[src/design/aboap_pkg.sv]
`timescale 1ns / 1ps

package aboap_pkg;

	// CORDIC x/y datapath width; holds a 17-bit vector times 65536 plus gain
	localparam int XY_W = 36;

	localparam int TABLE_LEN = 24;
	localparam int IDX_W = 5;

	// CORDIC gain compensation, Q0.30, truncated
	localparam logic [29:0] GAIN_Q30 = 30'd652032874;

	localparam int RADIUS_W = 10;
	localparam int DEADZONE_W = 15;
	localparam int WR_DATA_W = 15;

	localparam logic [RADIUS_W-1:0] RADIUS_RESET = 10'd75;
	localparam logic [DEADZONE_W-1:0] DEADZONE_RESET = 15'd128;

	// register indexes
	localparam logic [0:0] REG_ORBIT_RADIUS = 1'b0;
	localparam logic [0:0] REG_STICK_DEADZONE = 1'b1;

	typedef struct packed {
		logic rotate;              // 1: rotation mode, 0: vectoring mode
		logic [IDX_W-1:0] idx;     // iteration number, also the shift amount
	} cordic_ctl_t;

	// arctangent of 2^-i, 2^32 units per turn
	function automatic logic [31:0] atan_turn32(input logic [IDX_W-1:0] i);
		logic [31:0] t;
		unique case (i)
			5'd0: t = 32'h20000000;
			5'd1: t = 32'h12E4051E;
			5'd2: t = 32'h09FB385B;
			5'd3: t = 32'h051111D4;
			5'd4: t = 32'h028B0D43;
			5'd5: t = 32'h0145D7E1;
			5'd6: t = 32'h00A2F61E;
			5'd7: t = 32'h00517C55;
			5'd8: t = 32'h0028BE53;
			5'd9: t = 32'h00145F2F;
			5'd10: t = 32'h000A2F98;
			5'd11: t = 32'h000517CC;
			5'd12: t = 32'h00028BE6;
			5'd13: t = 32'h000145F3;
			5'd14: t = 32'h0000A2FA;
			5'd15: t = 32'h0000517D;
			5'd16: t = 32'h000028BE;
			5'd17: t = 32'h0000145F;
			5'd18: t = 32'h00000A30;
			5'd19: t = 32'h00000518;
			5'd20: t = 32'h0000028C;
			5'd21: t = 32'h00000146;
			5'd22: t = 32'h000000A3;
			5'd23: t = 32'h00000051;
			default: t = 32'h0;
		endcase
		return t;
	endfunction

endpackage

[src/design/aboap_cordic_unit.sv]
`timescale 1ns / 1ps

module aboap_cordic_unit #(
	parameter int ANGLE_BITS = 16
) (
	input  aboap_pkg::cordic_ctl_t            ctl,
	input  logic signed [aboap_pkg::XY_W-1:0] x,
	input  logic signed [aboap_pkg::XY_W-1:0] y,
	input  logic signed [ANGLE_BITS+1:0]      z,
	output logic signed [aboap_pkg::XY_W-1:0] x_nx,
	output logic signed [aboap_pkg::XY_W-1:0] y_nx,
	output logic signed [ANGLE_BITS+1:0]      z_nx
);
	import aboap_pkg::*;

	localparam int ZW = ANGLE_BITS + 2;

	logic [32:0] ang_raw;
	logic signed [ZW-1:0] ang;
	logic signed [XY_W-1:0] xs, ys;
	logic neg;

	// table angle rounded to the accumulator scale
	assign ang_raw = {1'b0, atan_turn32(ctl.idx)} + (33'd1 << (31 - ANGLE_BITS));
	assign ang = ZW'(ang_raw >> (32 - ANGLE_BITS));

	assign xs = x >>> ctl.idx;
	assign ys = y >>> ctl.idx;

	// vectoring drives y to zero, rotation drives z to zero
	assign neg = ctl.rotate ? ~z[ZW-1] : y[XY_W-1];

	always_comb begin
		if (neg) begin
			x_nx = x - ys;
			y_nx = y + xs;
			z_nx = z - ang;
		end else begin
			x_nx = x + ys;
			y_nx = y - xs;
			z_nx = z + ang;
		end
	end

endmodule

[src/design/aim_bearing_and_orbit_point.sv]
`timescale 1ns / 1ps
// A request runs S_LOAD, the vectoring pass (S_VEC, S_BEAR), the rotation pass (S_ROTLOAD,
// S_ROT), S_FIN and S_OUT; the vectoring pass is skipped when the stick is zero or the
// horizontal component is zero. A new request is taken only in S_IDLE, once the last one
// has left S_OUT; the single CORDIC add/shift unit runs the vectoring, then the rotation pass.
// The output register frees the input side; a request waits in S_OUT until the last result is taken.
// Reset (arst_n low, asynchronous): idle, no result, stored bearing 0, radius 75, deadzone 128.
module aim_bearing_and_orbit_point #(
	parameter int ANGLE_BITS = 16,
	parameter int CORDIC_STEPS = 16
) (
	input  logic        clk,
	input  logic        arst_n,
	input  logic        s_tvalid,
	output logic        s_tready,
	// point_x[12:0] point_y[25:13] stick_u[41:26] stick_v[57:42]
	// center_x[69:58] center_y[81:70], zero pad [87:82]
	input  logic [87:0] s_tdata,
	// action[0]
	input  logic [0:0]  s_tuser,
	output logic        m_tvalid,
	input  logic        m_tready,
	// bearing[15:0] bearing_degrees[30:16] place_x[52:31] place_y[74:53], zero pad [79:75]
	output logic [79:0] m_tdata,
	input  logic        wr_en,
	input  logic [0:0]  wr_index,
	input  logic [aboap_pkg::WR_DATA_W-1:0] wr_data
);
	import aboap_pkg::*;

	localparam int ZW = ANGLE_BITS + 2;
	localparam int N_STEPS = (CORDIC_STEPS < TABLE_LEN) ? CORDIC_STEPS : TABLE_LEN;
	localparam int CW = $clog2(N_STEPS);

	localparam logic signed [ZW-1:0] Z_FULL = ZW'(1 << ANGLE_BITS);
	localparam logic signed [ZW-1:0] Z_HALF = ZW'(1 << (ANGLE_BITS - 1));
	localparam logic signed [ZW-1:0] Z_QUARTER = ZW'(1 << (ANGLE_BITS - 2));

	localparam logic [2:0] S_IDLE    = 3'd0;
	localparam logic [2:0] S_LOAD    = 3'd1;
	localparam logic [2:0] S_VEC     = 3'd2;
	localparam logic [2:0] S_BEAR    = 3'd3;
	localparam logic [2:0] S_ROTLOAD = 3'd4;
	localparam logic [2:0] S_ROT     = 3'd5;
	localparam logic [2:0] S_FIN     = 3'd6;
	localparam logic [2:0] S_OUT     = 3'd7;

	logic [2:0] state_q;
	logic [CW-1:0] cnt_q;
	logic [RADIUS_W-1:0] radius_q;
	logic [DEADZONE_W-1:0] deadzone_q;
	logic [15:0] last_q;

	logic signed [16:0] dx_q, up_q;
	logic keep_q;
	logic [11:0] cx_q, cy_q;
	logic [39:0] prod_q;
	logic [15:0] bear_q;
	logic signed [XY_W-1:0] x_q, y_q;
	logic signed [ZW-1:0] z_q;
	logic rneg_q;
	logic [21:0] c8_q, s8_q;

	logic m_tvalid_q;
	logic [15:0] out_bear_q;
	logic [14:0] out_deg_q;
	logic [21:0] out_px_q, out_py_q;

	// input fields
	logic signed [12:0] point_x, point_y;
	logic [15:0] stick_u, stick_v;
	logic [11:0] center_x, center_y;
	assign point_x  = s_tdata[12:0];
	assign point_y  = s_tdata[25:13];
	assign stick_u  = s_tdata[41:26];
	assign stick_v  = s_tdata[57:42];
	assign center_x = s_tdata[69:58];
	assign center_y = s_tdata[81:70];

	// one-sided deadzone: only small positive values are cleared
	logic [15:0] u_f, v_f;
	logic u_clr, v_clr;
	assign u_clr = ~stick_u[15] && (stick_u != 16'd0) && (stick_u[14:0] < deadzone_q);
	assign v_clr = ~stick_v[15] && (stick_v != 16'd0) && (stick_v[14:0] < deadzone_q);
	assign u_f = u_clr ? 16'd0 : stick_u;
	assign v_f = v_clr ? 16'd0 : stick_v;

	logic signed [16:0] dx_in, up_in;
	logic keep_in;
	always_comb begin
		if (s_tuser[0]) begin
			dx_in = 17'(signed'(u_f));
			up_in = -17'(signed'(v_f));
		end else begin
			dx_in = 17'(point_x) - 17'(center_x);
			up_in = 17'(center_y) - 17'(point_y);
		end
	end
	assign keep_in = s_tuser[0] && (u_f == 16'd0) && (v_f == 16'd0);

	// vectoring start: fold a negative up component by a half turn
	logic signed [17:0] x_init, y_init;
	assign x_init = up_q[16] ? -18'(up_q) : 18'(up_q);
	assign y_init = up_q[16] ? -18'(dx_q) : 18'(dx_q);

	// angle accumulator to 16-bit bearing and back
	logic [ANGLE_BITS-1:0] z_wrap;
	logic [15:0] bear_from_z;
	logic signed [ZW-1:0] z_from_bear;
	assign z_wrap = z_q[ANGLE_BITS-1:0];

	generate
		if (ANGLE_BITS > 16) begin : g_wide
			localparam int SH = ANGLE_BITS - 16;
			logic [ANGLE_BITS:0] rnd;
			assign rnd = {1'b0, z_wrap} + ({{ANGLE_BITS{1'b0}}, 1'b1} << (SH - 1));
			assign bear_from_z = rnd[SH +: 16];
			assign z_from_bear = ZW'(bear_q) << SH;
		end else begin : g_narrow
			assign bear_from_z = 16'(z_wrap) << (16 - ANGLE_BITS);
			assign z_from_bear = ZW'(bear_q >> (16 - ANGLE_BITS));
		end
	endgenerate

	// rotation start: bring the angle into +-quarter turn
	logic signed [ZW-1:0] z_sgn;
	assign z_sgn = (z_from_bear >= Z_HALF) ? z_from_bear - Z_FULL : z_from_bear;

	// shared CORDIC unit
	cordic_ctl_t ctl;
	logic signed [XY_W-1:0] x_nx, y_nx;
	logic signed [ZW-1:0] z_nx;
	assign ctl.rotate = (state_q == S_ROT);
	assign ctl.idx = IDX_W'(cnt_q);

	aboap_cordic_unit #(
		.ANGLE_BITS(ANGLE_BITS)
	) u_cordic (
		.ctl (ctl),
		.x   (x_q),
		.y   (y_q),
		.z   (z_q),
		.x_nx(x_nx),
		.y_nx(y_nx),
		.z_nx(z_nx)
	);

	// final sign fix and round half up to Q.8
	logic signed [XY_W-1:0] xr, yr;
	assign xr = (rneg_q ? -x_q : x_q) + XY_W'(128);
	assign yr = (rneg_q ? -y_q : y_q) + XY_W'(128);

	logic [21:0] deg_full;
	assign deg_full = 22'(bear_q) * 22'd45;

	logic out_free;
	assign out_free = ~m_tvalid_q || m_tready;

	assign s_tready = (state_q == S_IDLE);

	always_ff @(posedge clk or negedge arst_n) begin
		if (!arst_n) begin
			radius_q   <= RADIUS_RESET;
			deadzone_q <= DEADZONE_RESET;
		end else if (wr_en) begin
			unique case (wr_index)
				REG_ORBIT_RADIUS:   radius_q   <= wr_data[RADIUS_W-1:0];
				REG_STICK_DEADZONE: deadzone_q <= wr_data[DEADZONE_W-1:0];
			endcase
		end
	end

	always_ff @(posedge clk or negedge arst_n) begin
		if (!arst_n) begin
			state_q    <= S_IDLE;
			cnt_q      <= '0;
			last_q     <= 16'd0;
			m_tvalid_q <= 1'b0;
		end else begin
			// in S_OUT the valid flag is set below instead
			if (m_tvalid_q && m_tready && state_q != S_OUT)
				m_tvalid_q <= 1'b0;
			unique case (state_q)
				S_IDLE: begin
					if (s_tvalid)
						state_q <= S_LOAD;
				end
				S_LOAD: begin
					cnt_q <= '0;
					if (keep_q || dx_q == 17'sd0)
						state_q <= S_ROTLOAD;
					else
						state_q <= S_VEC;
				end
				S_VEC: begin
					cnt_q <= cnt_q + 1'b1;
					if (cnt_q == CW'(N_STEPS - 1))
						state_q <= S_BEAR;
				end
				S_BEAR: state_q <= S_ROTLOAD;
				S_ROTLOAD: begin
					cnt_q <= '0;
					state_q <= S_ROT;
				end
				S_ROT: begin
					cnt_q <= cnt_q + 1'b1;
					if (cnt_q == CW'(N_STEPS - 1))
						state_q <= S_FIN;
				end
				S_FIN: state_q <= S_OUT;
				S_OUT: begin
					if (out_free) begin
						m_tvalid_q <= 1'b1;
						last_q <= bear_q;
						state_q <= S_IDLE;
					end
				end
			endcase
		end
	end

	// datapath registers
	always_ff @(posedge clk) begin
		unique case (state_q)
			S_IDLE: begin
				dx_q   <= dx_in;
				up_q   <= up_in;
				keep_q <= keep_in;
				cx_q   <= center_x;
				cy_q   <= center_y;
			end
			S_LOAD: begin
				prod_q <= 40'(radius_q) * 40'(GAIN_Q30);
				if (keep_q)
					bear_q <= last_q;
				else if (dx_q == 17'sd0)
					bear_q <= up_q[16] ? 16'h8000 : 16'h0000;
				x_q <= XY_W'(x_init) <<< 16;
				y_q <= XY_W'(y_init) <<< 16;
				z_q <= up_q[16] ? Z_HALF : '0;
			end
			S_VEC, S_ROT: begin
				x_q <= x_nx;
				y_q <= y_nx;
				z_q <= z_nx;
			end
			S_BEAR: bear_q <= bear_from_z;
			S_ROTLOAD: begin
				x_q <= XY_W'(prod_q[39:14]);
				y_q <= '0;
				if (z_sgn > Z_QUARTER) begin
					z_q <= z_sgn - Z_HALF;
					rneg_q <= 1'b1;
				end else if (z_sgn < -Z_QUARTER) begin
					z_q <= z_sgn + Z_HALF;
					rneg_q <= 1'b1;
				end else begin
					z_q <= z_sgn;
					rneg_q <= 1'b0;
				end
			end
			S_FIN: begin
				c8_q <= xr[29:8];
				s8_q <= yr[29:8];
			end
			S_OUT: begin
				if (out_free) begin
					out_bear_q <= bear_q;
					out_deg_q  <= deg_full[21:7];
					out_px_q   <= 22'({cx_q, 8'd0}) + s8_q;
					out_py_q   <= 22'({cy_q, 8'd0}) - c8_q;
				end
			end
		endcase
	end

	assign m_tvalid = m_tvalid_q;
	assign m_tdata = {5'd0, out_py_q, out_px_q, out_deg_q, out_bear_q};

endmodule

[config.mk]
export PLATFORM = sky130hd
export DESIGN_NAME = aim_bearing_and_orbit_point
export DESIGN_NICKNAME = d
export VERILOG_FILES = /design/src/design/aboap_pkg.sv /design/src/design/aboap_cordic_unit.sv /design/src/design/aim_bearing_and_orbit_point.sv
export SDC_FILE = /design/constraint.sdc
export NUM_CORES = 2
export LEC_CHECK = 0
export ABC_AREA = 1
export BUFFER_PORTS_ARGS = -buffer_cell sky130_fd_sc_hd__buf_2
export CORE_MARGIN = 5
export CORE_UTILIZATION = 39
export DETAILED_ROUTE_END_ITERATION = 8
export GPL_TIMING_DRIVEN = 0
export PLACE_DENSITY_LB_ADDON = 0.3
export SLEW_MARGIN = 30
export SYNTH_ARGS = -nofsm -noshare
export SYNTH_HDL_FRONTEND = slang
export SYNTH_SLANG_ARGS = --single-unit
[constraint.sdc]
create_clock -name clk -period 9.9 [get_ports clk]
set_clock_uncertainty 0.15 [all_clocks]
set_input_delay 1.485 -clock clk [delete_from_list [all_inputs] [get_ports clk]]
set_output_delay 1.485 -clock clk [all_outputs]
set_load 0.005 [all_outputs]
## After elaboration in Yosys (flattened, before gate mapping)

Memory sizes are Yosys's and may differ from the RTL's.
Cells that the tools add are included.

- Register bits after elaboration: 373
- ROM bits: 960
- Input port bits: 110
- Output and inout bits: 82
- Word-level logic and storage cells: 134
- Memories kept: 1

Memory list:

| name | words | bits a word | read ports | clocked after memory_dff | wr ports | RTL line | RTL |
|---|---|---|---|---|---|---|---|
| (no name shown) | 32 | 30 | 1 | 0 | 0 | aboap_pkg.sv:33 | `unique case (i)` |

- Add/sub/neg operators: 22
- Multipliers: 2
- Magnitude comparators: 5
- Eq/ne operators: 14
- Shifts and indexed selects: 2
- Multiplexer cells: 34
- Bitwise logic cells: 5
- Reduce and logical (&&, ||, !) cells: 26

Operators with widths:

| operator | number |
|---|---|
| case mux 36 bit (3 select lines) | 2 |
| 2-to-1 mux 18 bit | 6 |
| 2-to-1 mux 16 bit | 6 |
| adder 36 bit | 2 |
| 2-to-1 mux 36 bit | 2 |
| >>> shifter 36 x 4 -> 36 bit | 2 |
| subtractor 36 bit | 2 |
| adder 30 x 9 -> 30 bit, second input constant | 2 |
| 2-to-1 mux 30 bit | 2 |
| negation 30 bit | 2 |
| case mux 18 bit (3 select lines) | 1 |
| multiplier 10 x 29 -> 39 bit, second input constant | 1 |
| negation 17 -> 18 bit | 2 |
| 2-to-1 mux 17 bit | 2 |
| adder 32 x 16 -> 33 bit, second input constant | 1 |
| zero test 16 bit | 2 |
| case mux 16 bit (2 select lines) | 1 |
| nonzero test 16 bit | 2 |
| less-than comparator 15 bit | 2 |
| subtractor 13 x 13 -> 14 bit | 2 |
| case mux 3 bit (8 select lines) | 1 |
| adder 20 x 22 -> 22 bit | 1 |
| multiplier 16 x 6 -> 22 bit, second input constant | 1 |
| subtractor 20 x 22 -> 22 bit | 1 |
| other kinds (29) | 62 |

## Depth between registers and ports, before layout

- Word-level depth: 7
- Gate-level depth with buffers: 35
- Mapped depth without buffers: 33

## Cells and area by module

From an unflattened synthesis, not the netlist that was laid out.

- Cells, all modules: 5,553
- Area, all modules: 39,486.6 µm²

Modules (own cells, without submodules):

| module | times used | cells an instance | area each (µm²) | seq. area each (µm²) |
|---|---|---|---|---|
| aim_bearing_and_orbit_point | 1 | 3,216 | 27,611.5 | 10,541.4 |
| aboap_cordic_unit | 1 | 2,337 | 11,875.1 | 0.0 |

## Worst setup path before layout

Ideal clock, no wire load.

- Path type: flip-flop to flip-flop
- Start: reg radius_q[8]
- End: reg prod_q[36], data pin
- Library setup time: 265 ps
- Arrival: 4,678 ps
- Data required time: 9,485 ps
- Slack: 4,807 ps
- Stages on the path, launching flop included: 20
- Buffers on the path: 0
- Clock period less this slack: 5,093 ps
- Path through: dfrtp_1 ha_1 fa_1 inv_1 fa_1 inv_1 fa_1 inv_1 fa_1 inv_1 ha_1 nand2_1 inv_1 a21oi_1 o21ai_0 a21oi_1 o21ai_0 a21oi_1 o21ai_0 xor2_1

- Longest elaborated chain between the ends: 1

RTL lines:

| element | RTL line | RTL |
|---|---|---|
| start: declaration | aim_bearing_and_orbit_point.sv:50 | `logic [RADIUS_W-1:0] radius_q;` |
| start signal: assignment | aim_bearing_and_orbit_point.sv:167 | `REG_ORBIT_RADIUS: radius_q <= wr_data[RADIUS_W-1:0];` |
| multiplier 10 x 29 -> 39 bit | aim_bearing_and_orbit_point.sv:233 | `prod_q <= 40'(radius_q) * 40'(GAIN_Q30);` |
| end signal: assignment | aim_bearing_and_orbit_point.sv:233 |  |
| end: declaration | aim_bearing_and_orbit_point.sv:57 | `logic [39:0] prod_q;` |

No other way between the ends.
A chain may end at the register's enable or synchronous reset.

## Final worst setup path

- Start: reg state_q[0]
- End: reg y_q[24], data pin

- Longest elaborated chain between the ends: 4
- Elaborated cells between the ends (all ways): 8
- Those cells by class: 4 x eq/ne; 3 x mux; 1 x reduce/logical

RTL lines:

| element | RTL line | RTL |
|---|---|---|
| start: declaration | aim_bearing_and_orbit_point.sv:48 | `logic [2:0] state_q;` |
| start signal: assignment | aim_bearing_and_orbit_point.sv:175 | `state_q <= S_IDLE;` |
| start signal: assignment | aim_bearing_and_orbit_point.sv:186 | `state_q <= S_LOAD;` |
| start signal: assignment | aim_bearing_and_orbit_point.sv:191 | `state_q <= S_ROTLOAD;` |
| equality test 3 bit | aim_bearing_and_orbit_point.sv:133, aim_bearing_and_orbit_point.sv:224 |  |
| 2-to-1 mux 1 bit | aboap_cordic_unit.sv:31 | `assign neg = ctl.rotate ? ~z[ZW-1] : y[XY_W-1];` |
| 2-to-1 mux 36 bit | aboap_cordic_unit.sv:34 | `if (neg) begin` |
| case mux 36 bit (3 select lines) * | aim_bearing_and_orbit_point.sv:224 | `unique case (state_q)` |
| end signal: assignment | aim_bearing_and_orbit_point.sv:239 | `y_q <= XY_W'(y_init) <<< 16;` |
| end signal: assignment | aim_bearing_and_orbit_point.sv:244 | `y_q <= y_nx;` |
| end: declaration | aim_bearing_and_orbit_point.sv:59 | `logic signed [XY_W-1:0] x_q, y_q;` |

Mark *: on every way between the ends. The rest lies on a longest branch, timed or not.

==> metrics.md <==
| Metric | Value |
|---|---|
| Status | finished clean |
| CTS buffer count | 44 |
| XOR/XNOR Fraction of Synth Area | 5.67% |
| Synth area leaders | edfxtp_1 25%, nand2_1 12%, ha_1 10%, inv_1 6.8%, fa_1 6.7% |
| Main combinational cell family by area after synthesis | simple AND/OR/NAND/NOR gates |
| # nets final | 5887 |
| Slew @ Worst Pin | 1.09 ns |
| Post-synth EDFFs | 310 |
| Gate Count Post-Synth | 5096 |
| Maximum clock insertion buffer count | 3 |
| Worst EP arrival | 6.38 ns |
| Post-synthesis simple-gate area fraction | 27.2% |
| Period minus WS final | 6.18 ns |
| Root Driver | clkbuf_16 |
| Initial Utilization | 39.4% |
| Global-route track usage on met3 | 4.75% |
| CORE AREA | about 95000 um^2 |
| Die width | ~320 um |
| Area Overhead vs Synth | 11.3% |
| TritonCTS clock tree | done |
| DR pass1 iterations | 7 |
| Setup TNS | 0 ns |
| Initial antenna violation count | 2 |
| Async set-reset flop share out of synthesis | 13.6% |
| Post_cts resized | 0 |
| Grt total ovfl | 0 |
| CTS clk-pin slew, worst paths | 0.06 ns |
| Post-DP HPWL | 119 mm |
| Die H | 320 um |
| Vias in the first global route | 34380 |
| Die area | 103000 um^2 |
| FMAX | 0.162 GHz |
| Final wirelength | between 100 and 150 mm |
| Fin. max-slew vios | 0 |
| Commonest non-fill, non-tap cell in the layout | nand2_1 |
| Synthesized cell area | 37600 um^2 |
| Hold path depth | 0 |
| Total track usage | 27.0% |
| RSZ-0062 raised after global routing | false |
| DRC Markers | 0 |
| Mean number of vias per cell | 5.50 |
| Global route hottest layer | met2 |
| I/O pin count | ~190 |
| Post-Synth Adder-Cell Area | 17.2% |
| CP Class | flip-flop to flip-flop |
| Max Cap Viol | 0 |
| Commonest cells after routing, fill and taps aside | 1208 x nand2_1, 677 x inv_1, 473 x nand3_1, 424 x nor2_1, 315 x ha_1 |
| Mux contribution to synthesized area | 0.0533% |
| Filler Cell Count | 9956 |
| 1st-iter DRT viols | 3725 |
| Share of the synthesized area in the top cell type | 24.8% |
| Slew HR | between 20 and 30% |
| Worst Path Required | between 10 and 15 ns |
| Post-route ant nets | 0 |
| Ys flop type | edfxtp_1 |
| CTS H-tree lvls | 2 |
| Final setup viols | 0 |
| IO Port Bufs | 179 |
| Final GP Congestion | 1.04 |
| Fin. Hold Viols | 0 |
| Synth area leader | edfxtp_1 |
| Drt wl/cell | 21.7 um |
| GR Layer Usage met2 | 43.3% |
| Mean post-synth cell area | 7.37 um^2 |
| Compound-cell area share of the yosys netlist | 12.9% |
| Synth unique cells | 72 |
| Flops & latches, synth | 359 |
| CTS Sinks | 359 |
| Grt met1 use | a little over a third |
| Post-CTS Setup Bufs | 0 |
| Global-route wire length before repair | 212 mm |
| Layout cell share with drive strength beyond 1 | roughly a tenth |
| Startpoint Class | flip-flop |
| Worst min path class | flip-flop to flip-flop |
| Largest net degree at the start of global routing | 55 |
| Fin crit share | 62.4% |
| Sequential fraction of the synthesis area | 28.1% |
| FP Rows | between 100 and 150 |
| CP endpoint kind | flip-flop |
| FF-to-FF path depth | 24 |
| Crit path max fanout | 10 |
| Vias | 36524 |
| Skew-Pair Late Insertion Delay | ~0.62 ns |
| Yosys warning count | 0 |
| Ant diodes | 0 |
| Number of hold buffers added after CTS | 0 |
==> path summary, 6_finish.rpt <==
check | start | endpoint | slack, ns
worst max register to register | state_q[0]$_DFFE_PN0P_ | y_q[24]$_DFFE_PP_ | 3.72
worst max-delay path | state_q[0]$_DFFE_PN0P_ | y_q[24]$_DFFE_PP_ | 3.72
worst min-delay path | s8_q[6]$_DFFE_PP_ | out_px_q[6]$_DFFE_PP_ | 0.27
min in group asynchronous | arst_n | deadzone_q[2]$_DFFE_PN0P_ | 0.76
worst min register to register | s8_q[6]$_DFFE_PP_ | out_px_q[6]$_DFFE_PP_ | 0.27
max in group asynchronous | arst_n | cnt_q[0]$_DFFE_PN0P_ | 8.35
==> per-layer routing <==
layer  share of wire [%]  wire (um)
met5                   0          0
met4                 5.0       7240
met3                 8.8      12600
met2                  44      63800
met1                  42      60500
==> synth_stat cells, types with 7 or more instances <==
cell type,number
or2_2,20
a21oi_1,302
o31ai_1,13
o221ai_1,8
o21ai_0,313
a221oi_1,7
inv_2,17
nor2_1,425
a21o_1,14
inv_1,680
buf_1,13
nand3b_1,10
o211ai_1,33
nor2_4,14
and2_1,9
buf_4,16
xnor2_1,77
nor3_1,41
dfrtp_1,44
buf_6,11
a31oi_1,38
fa_1,126
nand3_1,473
buf_2,38
nor2_2,21
nand2_2,43
ha_1,315
edfxtp_1,310
o21a_1,15
xor2_1,155
o21bai_1,20
nand2_1,1208
clkbuf_1,46
o22ai_1,16
a21boi_0,9
o21ai_2,13
nand4_1,66
o21ai_1,29
nor4_1,16
==> kinds of logic after synthesis <==
group / Yosys count
compound gates: 860
flops: 359
fa+ha+maj: 441
xor+xnor: 238
buf+inv: 827
simple gates: 2368
mux: 2
other cells: 1
==> metrics by stage <==
| stage | util (%) | std cells | area, um^2 | setup slack (ns) | hold slack (ns) |
|---|---|---|---|---|---|
| after floorplan | - | 5100 | 37600 | 4.81 | 0.250 |
| after global routing | 43.9 | 6636 | 41800 | 3.34 | 0.275 |
| after global placement | 42.0 | 6544 | 40100 | 3.55 | 0.253 |
| after detailed placement | 42.2 | 6555 | 40300 | 3.90 | 0.255 |
| after CTS | 43.9 | 6636 | 41800 | 3.86 | 0.270 |
| final | 43.9 | 6636 | 41800 | 3.72 | 0.269 |
==> sequential cells by signal (all words and copies together) (netlist names) <==
| register | cells |
|---|---|
| out_bear_q | 16 |
| up_q | 17 |
| cy_q | 12 |
| dx_q | 16 |
| keep_q | 1 |
| s8_q | 22 |
| cx_q | 12 |
| radius_q | 10 |
| m_tvalid | 1 |
| z_q | 18 |
| state_q | 3 |
| x_q | 36 |
| rneg_q | 1 |
| last_q | 16 |
| deadzone_q | 15 |
| out_px_q | 22 |
| bear_q | 16 |
| out_deg_q | 15 |
| y_q | 36 |
| cnt_q | 4 |
| c8_q | 22 |
| out_py_q | 22 |
| prod_q | 26 |
==> critical path, stage by stage (launching register included) <==
cell	delay, ns
dfrtp_1	0.42
inv_2	0.09
nor2_1	0.12
inv_1	0.09
nor2_1	0.28
o21ai_1	0.32
inv_2	0.39
clkbuf_2	0.53
buf_2	0.52
nand2_1	0.09
o21ai_1	0.13
inv_1	0.08
fa_1	0.42
inv_1	0.19
nand3_1	0.09
nand2_1	0.15
a21oi_1	0.12
o21ai_0	0.50
a21boi_0	0.25
o21ai_0	0.33
nand2_1	0.08
inv_1	0.08
o21ai_0	0.07
nand3_1	0.27
nand2_1	0.08
==> layout make-up <==
class                   count  area (um^2)  area share [%]
multi-input cells        3914        23700            56.8
flip-flops and latches    359        10500            25.2
inverters                 701         2640            6.32
well taps                1265         1580            3.78
clock buffers              57         1260            3.01
repair buffers            190         1050            2.52
plain buffers             126          694            1.66
clock inverters            24          303           0.724
Power is left out: the tool's default activity adds up to more than one toggle a clock period on the data nets, which glitch-free logic cannot reach.
